===== config.mk =====
export PLATFORM = sky130hd
export DESIGN_NAME = rc_receiver_frame_decoder_unit
export DESIGN_NICKNAME = d
export VERILOG_FILES = /design/src/rcfd_pkg.sv /design/src/rc_receiver_frame_decoder_unit.sv
export SDC_FILE = /design/constraint.sdc
export NUM_CORES = 1
export LEC_CHECK = 0
export BUFFER_PORTS_ARGS = -buffer_cell sky130_fd_sc_hd__buf_4
export CAP_MARGIN = 20
export CORE_MARGIN = 1.5
export CORE_UTILIZATION = 30
export DETAILED_ROUTE_END_ITERATION = 7
export SYNTH_ARGS = -nofsm -noshare
export SYNTH_HDL_FRONTEND = slang
export SYNTH_SLANG_ARGS = --single-unit

===== constraint.sdc =====
create_clock -name clk -period 7.27 [get_ports clk]
set_clock_uncertainty 0.05 [all_clocks]
set_input_delay 0.3635 -clock clk [delete_from_list [all_inputs] [get_ports clk]]
set_output_delay 0.3635 -clock clk [all_outputs]
set_load 0.005 [all_outputs]

===== src/rcfd_pkg.sv =====
// shared constants and the channel centering function of the frame decoder
`default_nettype none
package rcfd_pkg;

	// frame layout
	localparam int FRAME_BYTES   = 18;
	localparam int CENTER_OFFSET = 1024;
	localparam int STICK_LIMIT   = 660;
	localparam int COUNT_BITS    = 16;

	// keyboard word
	localparam int NUM_KEYS   = 16;
	localparam int NUM_GROUPS = 3;
	localparam int SHIFT_BIT  = 4;
	localparam int CTRL_BIT   = 5;

	// item function codes (input tuser)
	localparam logic FUNC_BYTE = 1'b0;
	localparam logic FUNC_READ = 1'b1;

	// result kind codes (output tuser)
	localparam logic KIND_FRAME = 1'b0;
	localparam logic KIND_COUNT = 1'b1;

	// counter groups
	localparam logic [1:0] GROUP_PLAIN = 2'd0;
	localparam logic [1:0] GROUP_CTRL  = 2'd1;
	localparam logic [1:0] GROUP_SHIFT = 2'd2;
	localparam logic [1:0] GROUP_NONE  = 2'd3;

	// subtract the center offset, zero when outside the stick limit
	function automatic logic [10:0] centre_channel(input logic [10:0] raw);
		logic signed [12:0] v;
		logic signed [12:0] lim;
		lim = 13'(STICK_LIMIT);
		v   = $signed({2'b00, raw} - 13'(CENTER_OFFSET));
		if (v > lim || v < -lim) begin
			return 11'd0;
		end
		return v[10:0];
	endfunction

endpackage
`default_nettype wire


===== src/rc_receiver_frame_decoder_unit.sv =====
// top level of the remote control receiver frame decoder
`default_nettype none
// Collects serial frame bytes into an 18-byte frame (s_axis_tlast closes a burst) and turns
// a burst of exactly 18 bytes into one decoded result; shorter or longer bursts give no result.
// A read item (s_axis_tuser high) answers with one 16-bit key press counter. A counter read
// does the synchronous read of the counter memory first and then registers the answer. A good
// frame gives its result in the next cycle and then starts the press counter update: a
// read-modify-write sweep over the 48 entries of the counter memory, which reads one entry
// while it writes back the previous one; no item is accepted until the sweep is done.
// Counters start at zero through per-entry valid bits, so no clearing pass runs after reset.
// An item is accepted only when the output register is empty or being drained in that cycle.
module rc_receiver_frame_decoder_unit #(
	parameter int COUNT_BITS = rcfd_pkg::COUNT_BITS
) (
	input  wire          clk,
	input  wire          arst_n,
	input  wire          s_axis_tvalid,
	output logic         s_axis_tready,
	// data_byte[7:0], counter_group[9:8], counter_key[13:10], zero [15:14]
	input  wire  [15:0]  s_axis_tdata,
	// func[0]
	input  wire          s_axis_tuser,
	input  wire          s_axis_tlast,
	output logic         m_axis_tvalid,
	input  wire          m_axis_tready,
	// stick_right_h[10:0], stick_right_v[21:11], stick_left_h[32:22], stick_left_v[43:33],
	// dial_value[54:44], switch_pair[58:55], mouse_dx[74:59], mouse_dy[90:75],
	// mouse_left[98:91], mouse_right[106:99], keys_or_count[122:107], zero [127:123]
	output logic [127:0] m_axis_tdata,
	// kind[0]
	output logic         m_axis_tuser
);
	import rcfd_pkg::*;

	localparam int NUM_CNT  = NUM_GROUPS * NUM_KEYS;
	localparam int IDX_BITS = $clog2(NUM_CNT);
	localparam int BC_BITS  = 5;

	localparam logic [1:0] ST_IDLE  = 2'd0;
	localparam logic [1:0] ST_READ  = 2'd1;
	localparam logic [1:0] ST_SWEEP = 2'd2;
	localparam logic [1:0] ST_DRAIN = 2'd3;

	logic [1:0]            state_q;
	logic [BC_BITS-1:0]    byte_cnt_q;
	logic [7:0]            frame_q [FRAME_BYTES];
	logic [15:0]           prev_keys_q;
	logic [15:0]           now_keys_q;
	logic [IDX_BITS-1:0]   idx_q;
	logic [NUM_CNT-1:0]    vld_q;
	logic [COUNT_BITS-1:0] cnt_mem [NUM_CNT];
	logic                  m_valid_q;

	logic [COUNT_BITS-1:0] rd_s1;
	logic                  rv_s1;
	logic                  g3_s1;
	logic                  inc_s1;
	logic [IDX_BITS-1:0]   wa_s1;

	logic [7:0]            in_byte;
	logic [1:0]            in_grp;
	logic [3:0]            in_key;
	logic                  accept;
	logic                  take_byte;
	logic                  good_frame;
	logic                  out_xfer;
	logic [IDX_BITS-1:0]   rd_addr;
	logic                  inc_now;
	logic [COUNT_BITS-1:0] cur_cnt;
	logic [31:0]           cnt_ext;
	logic [15:0]           keys_word;

	// input fields and handshake
	assign in_byte    = s_axis_tdata[7:0];
	assign in_grp     = s_axis_tdata[9:8];
	assign in_key     = s_axis_tdata[13:10];
	assign s_axis_tready = (state_q == ST_IDLE) && (!m_valid_q || m_axis_tready);
	assign accept     = s_axis_tvalid && s_axis_tready;
	assign take_byte  = accept && (s_axis_tuser == FUNC_BYTE);
	assign good_frame = take_byte && s_axis_tlast && (byte_cnt_q == BC_BITS'(FRAME_BYTES - 1));
	assign out_xfer   = m_axis_tvalid && m_axis_tready;
	assign m_axis_tvalid = m_valid_q;
	assign keys_word  = {frame_q[15], frame_q[14]};

	// counter memory address: sweep index, or the requested counter
	always_comb begin
		if (state_q == ST_SWEEP) begin
			rd_addr = idx_q;
		end else if (in_grp == GROUP_NONE) begin
			rd_addr = '0;
		end else begin
			rd_addr = IDX_BITS'({in_grp, in_key});
		end
	end

	// increment decision for the entry the sweep reads now
	always_comb begin
		logic [15:0] c_now;
		logic [15:0] s_now;
		logic [15:0] c_last;
		logic [15:0] s_last;
		logic [1:0]  grp;
		logic [3:0]  key;
		c_now  = now_keys_q[CTRL_BIT] ? now_keys_q : 16'd0;
		s_now  = now_keys_q[SHIFT_BIT] ? now_keys_q : 16'd0;
		c_last = prev_keys_q[CTRL_BIT] ? prev_keys_q : 16'd0;
		s_last = prev_keys_q[SHIFT_BIT] ? prev_keys_q : 16'd0;
		grp    = idx_q[IDX_BITS-1:4];
		key    = idx_q[3:0];
		case (grp)
			GROUP_PLAIN: inc_now = now_keys_q[key] && !prev_keys_q[key] && !c_now[key] &&
			                       !s_now[key];
			GROUP_CTRL:  inc_now = c_now[key] && !c_last[key];
			GROUP_SHIFT: inc_now = s_now[key] && !s_last[key];
			default:     inc_now = 1'b0;
		endcase
		if (key == 4'(SHIFT_BIT) || key == 4'(CTRL_BIT)) begin
			inc_now = 1'b0;
		end
	end

	// current value of the entry read last cycle, zero until first written
	assign cur_cnt = rv_s1 ? rd_s1 : '0;
	assign cnt_ext = 32'(cur_cnt);

	// counter memory: one read and one write port, registered read
	always_ff @(posedge clk) begin
		if (inc_s1) begin
			cnt_mem[wa_s1] <= cur_cnt + COUNT_BITS'(1);
		end
		rd_s1 <= cnt_mem[rd_addr];
	end

	// read stage side registers
	always_ff @(posedge clk or negedge arst_n) begin
		if (!arst_n) begin
			rv_s1  <= 1'b0;
			g3_s1  <= 1'b0;
			inc_s1 <= 1'b0;
			wa_s1  <= '0;
			vld_q  <= '0;
		end else begin
			rv_s1  <= vld_q[rd_addr];
			g3_s1  <= (in_grp == GROUP_NONE);
			inc_s1 <= (state_q == ST_SWEEP) && inc_now;
			wa_s1  <= idx_q;
			if (inc_s1) begin
				vld_q[wa_s1] <= 1'b1;
			end
		end
	end

	// frame byte store
	always_ff @(posedge clk) begin
		if (take_byte && byte_cnt_q < BC_BITS'(FRAME_BYTES)) begin
			frame_q[byte_cnt_q] <= in_byte;
		end
	end

	// sequencer, byte count and keyboard history
	always_ff @(posedge clk or negedge arst_n) begin
		if (!arst_n) begin
			state_q     <= ST_IDLE;
			byte_cnt_q  <= '0;
			prev_keys_q <= '0;
			now_keys_q  <= '0;
			idx_q       <= '0;
		end else begin
			if (take_byte) begin
				if (s_axis_tlast) begin
					byte_cnt_q <= '0;
				end else if (byte_cnt_q != '1) begin
					byte_cnt_q <= byte_cnt_q + BC_BITS'(1);
				end
			end
			case (state_q)
				ST_IDLE: begin
					if (good_frame) begin
						now_keys_q <= keys_word;
						idx_q      <= '0;
						state_q    <= ST_SWEEP;
					end else if (accept && s_axis_tuser == FUNC_READ) begin
						state_q <= ST_READ;
					end
				end
				ST_READ: begin
					state_q <= ST_IDLE;
				end
				ST_SWEEP: begin
					if (idx_q == IDX_BITS'(NUM_CNT - 1)) begin
						state_q <= ST_DRAIN;
					end else begin
						idx_q <= idx_q + IDX_BITS'(1);
					end
				end
				ST_DRAIN: begin
					prev_keys_q <= now_keys_q;
					state_q     <= ST_IDLE;
				end
				default: begin
					state_q <= ST_IDLE;
				end
			endcase
		end
	end

	// output valid
	always_ff @(posedge clk or negedge arst_n) begin
		if (!arst_n) begin
			m_valid_q <= 1'b0;
		end else if (good_frame || state_q == ST_READ) begin
			m_valid_q <= 1'b1;
		end else if (out_xfer) begin
			m_valid_q <= 1'b0;
		end
	end

	// output payload: decoded frame or counter answer
	always_ff @(posedge clk) begin
		if (good_frame) begin
			m_axis_tuser         <= KIND_FRAME;
			m_axis_tdata[10:0]   <= centre_channel({frame_q[1][2:0], frame_q[0]});
			m_axis_tdata[21:11]  <= centre_channel({frame_q[2][5:0], frame_q[1][7:3]});
			m_axis_tdata[32:22]  <= centre_channel({frame_q[4][0], frame_q[3], frame_q[2][7:6]});
			m_axis_tdata[43:33]  <= centre_channel({frame_q[5][3:0], frame_q[4][7:1]});
			m_axis_tdata[54:44]  <= centre_channel({in_byte[2:0], frame_q[16]});
			m_axis_tdata[58:55]  <= frame_q[5][7:4];
			m_axis_tdata[74:59]  <= {frame_q[7], frame_q[6]};
			m_axis_tdata[90:75]  <= {frame_q[9], frame_q[8]};
			m_axis_tdata[98:91]  <= frame_q[12];
			m_axis_tdata[106:99] <= frame_q[13];
			m_axis_tdata[122:107] <= keys_word;
			m_axis_tdata[127:123] <= '0;
		end else if (state_q == ST_READ) begin
			m_axis_tuser          <= KIND_COUNT;
			m_axis_tdata[106:0]   <= '0;
			m_axis_tdata[122:107] <= g3_s1 ? 16'd0 : cnt_ext[15:0];
			m_axis_tdata[127:123] <= '0;
		end
	end

	// checks on the sequencer and the output register
	a_write_in_sweep: assert property (@(posedge clk) disable iff (!arst_n)
		inc_s1 |-> (state_q == ST_SWEEP || state_q == ST_DRAIN))
		else $error("counter write outside the update sweep");

	a_no_overrun: assert property (@(posedge clk) disable iff (!arst_n)
		accept |-> (!m_valid_q || m_axis_tready))
		else $error("item accepted while a result is stuck");

	a_read_answers: assert property (@(posedge clk) disable iff (!arst_n)
		(state_q == ST_READ) |=> (m_axis_tvalid && m_axis_tuser == KIND_COUNT))
		else $error("counter read gave no answer");

	a_frame_result: assert property (@(posedge clk) disable iff (!arst_n)
		good_frame |=> (state_q == ST_SWEEP && m_axis_tvalid && m_axis_tuser == KIND_FRAME))
		else $error("good frame did not give a result and start the sweep");

endmodule
`default_nettype wire


# == Word-level counts from Yosys, hierarchy flattened ==
# Memories as Yosys holds them, arrays and structs flattened. A register that Yosys moved wholly into a read port is not among the register bits.
# Index checks and enable logic that the tools add are counted.
# totals
register_bits,227
ram_bits,912
out_inout_bits,131
word_cells,158
n_memories,2
# mem_list
memory,depth,width,rd,rd_ports_with_merged_regs,write_ports,line_no,text
cnt_mem,48,16,1,1,1,rc_receiver_frame_decoder_unit.sv:51,logic [COUNT_BITS-1:0] cnt_mem [NUM_CNT];
frame_q,18,8,15,0,1,rc_receiver_frame_decoder_unit.sv:46,logic [7:0] frame_q [FRAME_BYTES];
# classes
add_sub_neg,8
order_cmp,15
eq_ne,15
muxes,63
bitwise,2
n_reduce_logical,40
# ops
operator,n
123-bit 2-to-1 mux,2
11-bit 2-to-1 mux,10
16-bit 2-to-1 mux,6
"12-bit by 11-bit > comparator with 1-bit output, second input constant",5
"12-bit by 11-bit < comparator with 1-bit output, second input constant",5
"11-bit by 11-bit subtractor with 12-bit output, second input constant",5
48-bit bitwise OR,1
1-bit 2-to-1 mux,25
1-bit binary-select mux with 4-bit select,6
6-bit 2-to-1 mux,4
"16-bit by 1-bit adder with 16-bit output, second input constant",1
1-bit logical AND,15
"6-bit by 7-bit < comparator with 1-bit output, second input constant",2
6-bit one-hot mux with 2 select lines,1
5-bit 2-to-1 mux,2
"2-bit == test, second input constant",4
"4-bit by 3-bit == test with 1-bit output, second input constant",2
1-bit logical OR,8
2-bit nonzero test,4
"6-bit by 1-bit adder with 6-bit output, second input constant",1
1-bit binary-select mux with 6-bit select,1
1-bit demux with 6-bit select,1
"6-bit == test, second input constant",1
"6-bit by 1-bit greater-or-equal comparator with 1-bit output, second input constant",1
other kinds (18),30

# == Logic depth before layout (Yosys ltp) ==
# Gate-level depths: netlist of the first run.
# logic_depth
ltp_word,10
mapped_depth,14
depth_no_buf,10

# == Worst setup path before layout of the first run ==
# OpenSTA, ideal clock, no wires.
# synth_path
path_kind,reg-to-reg
start,register state_q[1]
end,"register m_axis_tdata[0], enable pin"
setup_time_ns,0.486
arrival_ns,4.548
setup_slack_ns,2.186
stages_incl_launch_ff,9
path_cell_list,dfrtp_1 -> buf_2 -> nor2_1 -> nand4b_1 -> or2_2 -> nor3b_1 -> nand3_1 -> clkbuf_1 -> nand2_1
# synth_between
elab_chain_cells,7
elab_cells_between_ends,8
cone_classes,1 x eq/ne; 7 x reduce/logical
# synth_lines
item,line_no,text
"start, declared",rc_receiver_frame_decoder_unit.sv:44,logic [1:0] state_q;
"start signal, assigned",rc_receiver_frame_decoder_unit.sv:163,state_q <= ST_IDLE;
"start signal, assigned",rc_receiver_frame_decoder_unit.sv:181,state_q <= ST_SWEEP;
"start signal, assigned",rc_receiver_frame_decoder_unit.sv:183,state_q <= ST_READ;
2-bit logical NOT,rc_receiver_frame_decoder_unit.sv:77,assign s_axis_tready = (state_q == ST_IDLE) && (!m_valid_q || m_axis_tready);
1-bit logical AND,rc_receiver_frame_decoder_unit.sv:77,
1-bit logical AND,rc_receiver_frame_decoder_unit.sv:78,assign accept = s_axis_tvalid && s_axis_tready;
1-bit logical AND,rc_receiver_frame_decoder_unit.sv:79,assign take_byte = accept && (s_axis_tuser == FUNC_BYTE);
1-bit logical AND (2 in series),rc_receiver_frame_decoder_unit.sv:80,assign good_frame = take_byte && s_axis_tlast && (byte_cnt_q == BC_BITS'(FRAME_BYTES - 1));
2-bit nonzero test (no source line) *,-,
"end signal, assigned",rc_receiver_frame_decoder_unit.sv:222,"m_axis_tdata[10:0] <= centre_channel({frame_q[1][2:0], frame_q[0]});"
"end, declared",rc_receiver_frame_decoder_unit.sv:29,"output logic [127:0] m_axis_tdata,"
# Mark *: on every way between the ends. The rest lies on a longest branch, timed or not.
# A chain may end at the register's enable or synchronous reset.

# == Worst setup path in the final report of the first run ==
# layout_path
start,input s_axis_tdata[9]
end,"register rd_s1[3], read port of cnt_mem"
# layout_between
elab_chain_cells,3
# layout_lines
item,line_no,text
"start, declared",rc_receiver_frame_decoder_unit.sv:20,"input wire [15:0] s_axis_tdata,"
2-bit == test,rc_receiver_frame_decoder_unit.sv:89,end else if (in_grp == GROUP_NONE) begin
6-bit 2-to-1 mux *,rc_receiver_frame_decoder_unit.sv:89,
6-bit 2-to-1 mux *,rc_receiver_frame_decoder_unit.sv:87,if (state_q == ST_SWEEP) begin
"end, declared",rc_receiver_frame_decoder_unit.sv:54,logic [COUNT_BITS-1:0] rd_s1;
# Marks and branches as above.

==> results.ini, run 1 <==
[worst_setup_path]
critPathLaunchType = input port
crit_family = buffers and inverters
arrival_ps = 4780
rrSetupSlack_ps = 3070
rr_worst_depth = 7
required_ps = 7810
regToRegEndpoint = rd_s1[3]
crit_chain = dlygate4sd3_1 -> buf_4 -> a21boi_0 -> mux2_8 -> buf_12 -> mux4_2 -> a22oi_1 -> nand2_1 -> or4_1
reg2reg_from = state_q[0]
slowest_stage = mux2_8
path_max_fanout = 87
critical_path_buf_inv_count = 3
cp-end-kind = register
path_class = input port to register
cp_slowest_stage_delay_ps = 790

[place]
dp_hpwl_um = 60600
port_buffers = 145
routabilityCongestion = 0.836

[floorplanning]
die_h_um = 386
initial_core_util_pct = 30.2
die_x_um = 386
rows = 140
dieArea_mm2 = 0.149
core_mm2 = 0.146
ios = 153

[yosys]
syn_area_mm2 = 0.0439
ys_seq_elements = 1131
synth_edf_count = 1011
yosysWarnings = 0
synth_flop_cell = edfxtp_1
synth_cell_type_count = 66
yosysSeqAreaShare_pct = 75.8
postSynthAreaPerCell_um2 = 16.3
syn_inst = 2695
postSynth.asyncResetShare_pct = 9.11

[final_layout]
multi_input_area_mm2 = 0.0101
syn_to_final_growth_pct = 17.4
seq_area_mm2 = 0.0333
fill_cells = 13700
drive_gt1_share_pct = 20.0
final_net_count = 2958

[cts]
clk_pin_slew_ps = 60
cts_tree = built
cts_buffers = 111
post_cts_buffers = 0
clk_path_buf_depth = 3
htreeDepth = 3
cts.sinks = 1131
clock_latency_ps = 740
clock-root-buffer = clkbuf_16

[pwr]
leakagePower_nw = 18.3
p_comb_share_pct = 5.5
sw_frac_of_total_pct = 22.0
seqPwrFrac_pct = 52.2
pwr-share-clk_pct = 42.3
ir_worst_vdd_mv = 0.208
power_density_mw_per_mm2 = 270
p_int_mw = 10.9
power.switching_mw = 3.07

[detailed_routing]
num_vias = 23700
drc = 0
antenna_left = 0
wl_per_cell_um = 21.2
drt_iter0_drc = 1630
firstDrtPassIters = 7
vias_per_cell = 4.79
finalWirelength_um = 105000

[job]
maxCapViolations = 0

[grt]
overflow = 0
grt_pass1_wl_um = 153000
grt_max_degree = 109
track_usage_pct = 13.9
grt_pass1_vias = 23300
antenna_found_initial = 7

[timing]
slew_headroom_pct = 25.5
layout_min_cycle_time_ps = 4250
setup_viol = 0
tightestPinTransition_ps = 1120
timing.fmax_ghz = 0.236
setup_tns_ps = 0
rsz0062_at_grt = no
whs_ps = 122
fin_crit_sh_pct = 58.4
finalHoldViolCount = 0
maxSlewViolCount = 0

[worst_hold_path]
min_path_type = input port to async pin

[run_status]
status = completed

## final cells by class
| cell class | instances | share of cell area [%] |
|---|---|---|
| Clock inverter | 65 | 1.54 |
| Multi-Input combinational cell | 1428 | 19.6 |
| Inverter | 10 | 0.0728 |
| Timing Repair Buffer | 245 | 3.86 |
| Clock buffer | 143 | 5.77 |
| Sequential cell | 1131 | 64.5 |
| Tap cell | 1917 | 4.65 |
| Antenna cell | 3 | 0.0146 |
## layer usage
metal	global-route usage [%]	vias to the layer above	share of wire [%]
met4	4.60	0	2.8
met2	22.6	748	48
met5	0	-	0
met1	18.8	12100	44
li1	-	10700	-
met3	2.31	151	5.7
## worst register-to-register path, delay by kind of cell, from the launching register on
kind	cells	cell delay, ps
AOI/OAI and AO/OA	1	350
buffers and inverters	1	660
DFF	1	490
muxes	2	1480
and+or+nand+nor	3	1030
## power groups by stage
| stage | clock network [mW] | logic, mW | registers (mW) |
|---|---|---|---|
| detailed placement | 0 | 0.766 | 7.41 |
| global placement | 0 | 0.752 | 7.41 |
| floorplan | 0 | 0.437 | 7.40 |
| CTS | 6.01 | 0.773 | 7.28 |
| finish | 5.91 | 0.768 | 7.28 |
| global route | 6.24 | 0.838 | 7.28 |
## flip-flops by register name (all words and copies together), names as in the netlist, 16 cells and up
signal        flops
vld_q            48
frame_q         120
now_keys_q       16
rd_s1            16
cnt_mem         768
m_axis_tdata    123
prev_keys_q      16
## timing repair
action | CTS | global route
gates resized for setup | 0 | 0
hold buffers | 15 | 0
hold endpoints to repair | 170 | 0
## worst max-delay path by stage
stage	to	start	slack (ps)	cells past startpoint
after CTS	rd_s1[3]	s_axis_tdata[9]	2980	9
after global routing	rd_s1[3]	s_axis_tdata[9]	2770	9
after floorplan	m_axis_tdata[0]	state_q[1]	2190	8
final	rd_s1[3]	s_axis_tdata[9]	3020	9
after detailed placement	rd_s1[3]	s_axis_tdata[8]	2830	8
after global placement	rd_s1[3]	s_axis_tdata[8]	2830	8
## synthesized netlist by cell type (29+ instances only)
cell / n / area (um^2)
and2_1: 126 / 788
clkbuf_1: 66 / 248
edfxtp_1: 1011 / 30400
a21oi_1: 66 / 330
dfrtp_1: 103 / 2580
or2_2: 48 / 300
mux2i_1: 125 / 1250
nand3_1: 176 / 881
nor2_1: 97 / 364
mux4_2: 100 / 2250
a22oi_1: 33 / 248
buf_2: 29 / 145
nand2_1: 400 / 1500
a32oi_1: 30 / 263
## stage by stage
stage	worst slack, ps	util (%)	cells	cell area (um^2)	power (mW)
2_1_floorplan	2190	-	2699	43900	7.83
3_3_place_gp	2830	32.7	4712	47600	8.16
3_5_place_dp	2830	32.7	4712	47600	8.18
4_1_cts	2980	35.4	4935	51500	14.1
5_1_grt	2770	35.4	4941	51600	14.4
6_report	3020	35.4	4942	51600	13.9
## logic make-up (layout without fill, tap and decap cells)
family / Yosys count / after routing / synth area share, %
compound gates: 226 / 226 / 3.52
xor+xnor: 17 / 17 / 0.339
buf+inv: 140 / 463 / 1.63
fa+ha+maj: 9 / 9 / 0.256
simple gates: 925 / 925 / 9.95
flops: 1131 / 1131 / 75.8
mux: 246 / 246 / 8.52
other cells: 1 / 8 / 0.00854
## cells in the final DEF (no fill, tap or decap), types with 18 or more instances in the layout
cell,synthesis,final
a22oi_1,33,33
a21oi_1,66,66
nor2_1,97,89
or2_2,48,48
clkbuf_1,66,24
dfrtp_1,103,103
a32oi_1,30,30
nand3_1,176,176
mux2i_1,125,122
mux4_2,100,100
clkinv_2,0,18
clkbuf_16,0,111
edfxtp_1,1011,1011
mux2_2,19,19
buf_4,11,221
and2_1,126,118
nand2_1,400,398
o21ai_0,25,25
No activity file was read; power rests on OpenSTA's default activity.
==> run 2, diff against run 1 <==
==> constraint.sdc (replaced) <==
create_clock -name clk -period 3.82 [get_ports clk]
set_clock_uncertainty 0.05 [all_clocks]
set_input_delay 0.191 -clock clk [delete_from_list [all_inputs] [get_ports clk]]
set_output_delay 0.191 -clock clk [all_outputs]
set_load 0.005 [all_outputs]
==> results.ini, run 2 (synthesis results as in run 1) <==
[final_layout]
syn_to_final_growth_pct = 18.7
largest_reg_flops = 768
final_net_count = 3019
final_common_cell = edfxtp_1
drive_gt1_share_pct = 21.2
fill_cells = 13600
fin_cells = 5001
multi_input_area_mm2 = 0.0101
top_register = cnt_mem
final_area_mm2 = 0.0521
fin_util_pct = 35.8
reg_top3 = cnt_mem (768), m_axis_tdata (123), frame_q (120)
layout_common_cells = edfxtp_1, nand2_1, buf_4
seq_area_mm2 = 0.0333

[cts]
cts_tree = built
cts_buffers = 109
htreeDepth = 3
cts_resized = 0
clock_latency_ps = 720
cts.sinks = 1131
clk_pin_slew_ps = 60
clock-root-buffer = clkbuf_16
clk_path_buf_depth = 3

[place]
port_buffers = 145
place_ws_ps = 546
dp.cells = 4772
postPlaceCellArea_mm2 = 0.0482
dp_hpwl_um = 65100
routabilityCongestion = 0.881

[grt]
grt_pass1_wl_um = 157000
grt_pass1_vias = 23700
overflow = 0
track_usage_pct = 14.1
grt_max_degree = 103
antenna_found_initial = 3

[detailed_routing]
wl_per_cell_um = 21.3
finalWirelength_um = 106000
drc = 0
antenna_left = 0
num_vias = 24200
vias_per_cell = 4.85
firstDrtPassIters = 6
drt_iter0_drc = 2005

[pwr]
leakagePower_nw = 18.6
power_density_mw_per_mm2 = 507
pwr-share-clk_pct = 41.6
ir_worst_vdd_mv = 0.401
seqPwrFrac_pct = 52.4
p_total_mw = 26.4
power.switching_mw = 5.75
p_comb_share_pct = 6.0
p_int_mw = 20.7
sw_frac_of_total_pct = 21.8

[worst_hold_path]
min_path_type = input port to register

[timing]
maxSlewViolCount = 0
fin_ws_ps = 343
whs_ps = 272
fin_crit_sh_pct = 91.0
tightestPinTransition_ps = 1130
setup_tns_ps = 0
setup_viol = 0
finalHoldViolCount = 0
timing.fmax_ghz = 0.288
rsz0062_at_grt = no
slew_headroom_pct = 24.6
layout_min_cycle_time_ps = 3480

[worst_setup_path]
arrival_ps = 4010
critPathLaunchType = register
cp-end-kind = register
path_max_fanout = 21
slowest_stage = dlygate4sd3_1
crit_family = simple AND/OR/NAND/NOR gates
critical_path_buf_inv_count = 3
crit_chain = nor2_1 -> nand4b_1 -> dlygate4sd3_1 -> buf_4 -> or2_2 -> nor3b_1 -> nand3_1 -> buf_4 -> nor2_1 -> and2_1
required_ps = 4350
cp_slowest_stage_delay_ps = 570
path_class = register to register

[floorplanning]
die_x_um = 386
core_mm2 = 0.146
ios = 153
initial_core_util_pct = 30.2
dieArea_mm2 = 0.149
rows = 140
die_h_um = 386

[run_status]
status = completed

[job]
maxCapViolations = 0

[run 2: changes by cell type in the layout (fill, tap and decap cells not counted), sizes merged, moves of 3 or more]
cell / delta
buf: +60
dlygate4sd3: +3
clkinv: +8
inv: -4
clkbuf: -6
clkinvlp: -3
[run 2: worst paths after layout]
path	startpoint	to	slack, ps	cells past startpoint
min in group asynchronous	arst_n	m_axis_tvalid	570	4
max in group asynchronous	arst_n	byte_cnt_q[2]	2690	4
hold reg to reg	m_axis_tuser	m_axis_tuser	400	2
hold / removal	s_axis_tlast	byte_cnt_q[1]	270	3
setup / recovery	state_q[1]	m_axis_tdata[22]	340	10
setup reg to reg	state_q[1]	m_axis_tdata[22]	340	10
[run 2: worst reg2reg max path, stage by stage, from the launching register on]
cell           delay (ps)
dfrtp_1               510
nor2_1                180
nand4b_1              110
dlygate4sd3_1         570
buf_4                 180
or2_2                 310
nor3b_1               230
nand3_1               290
buf_4                 330
nor2_1                360
and2_1                220
[run 2: power by group through the flow]
stage          logic (mW)  clock network [mW]  registers [mW]
3_5_place_dp         1.56                   0            14.1
3_3_place_gp         1.54                   0            14.1
6_report             1.57                11.0            13.8
2_1_floorplan       0.833                   0            14.1
5_1_grt              1.70                11.7            13.9
4_1_cts              1.58                11.2            13.8
[run 2: repair_timing]
item / CTS / global route
hold buffers: 19 / 0
hold endpoints to repair: 195 / 0
buffers inserted: 0 / 0
[run 2: layer usage]
layer	GRT usage, %	up-vias	wire length (um)	share of wire (%)
met1	19.2	12300	45800	43
met3	2.59	172	7530	7.1
met4	5.27	2	3640	3.4
li1	-	10800	-	-
met2	22.5	922	49300	46
met5	0	-	17	0.016
[run 2: final cells by class]
| cell class | instances | area share (%) |
|---|---|---|
| sequential | 1131 | 63.9 |
| tap | 1917 | 4.60 |
| antenna | 3 | 0.0144 |
| clock inverter | 67 | 1.49 |
| multi-input combinational | 1428 | 19.4 |
| clock buffer | 137 | 5.55 |
| inverter | 10 | 0.0720 |
| timing repair buffer | 308 | 5.05 |
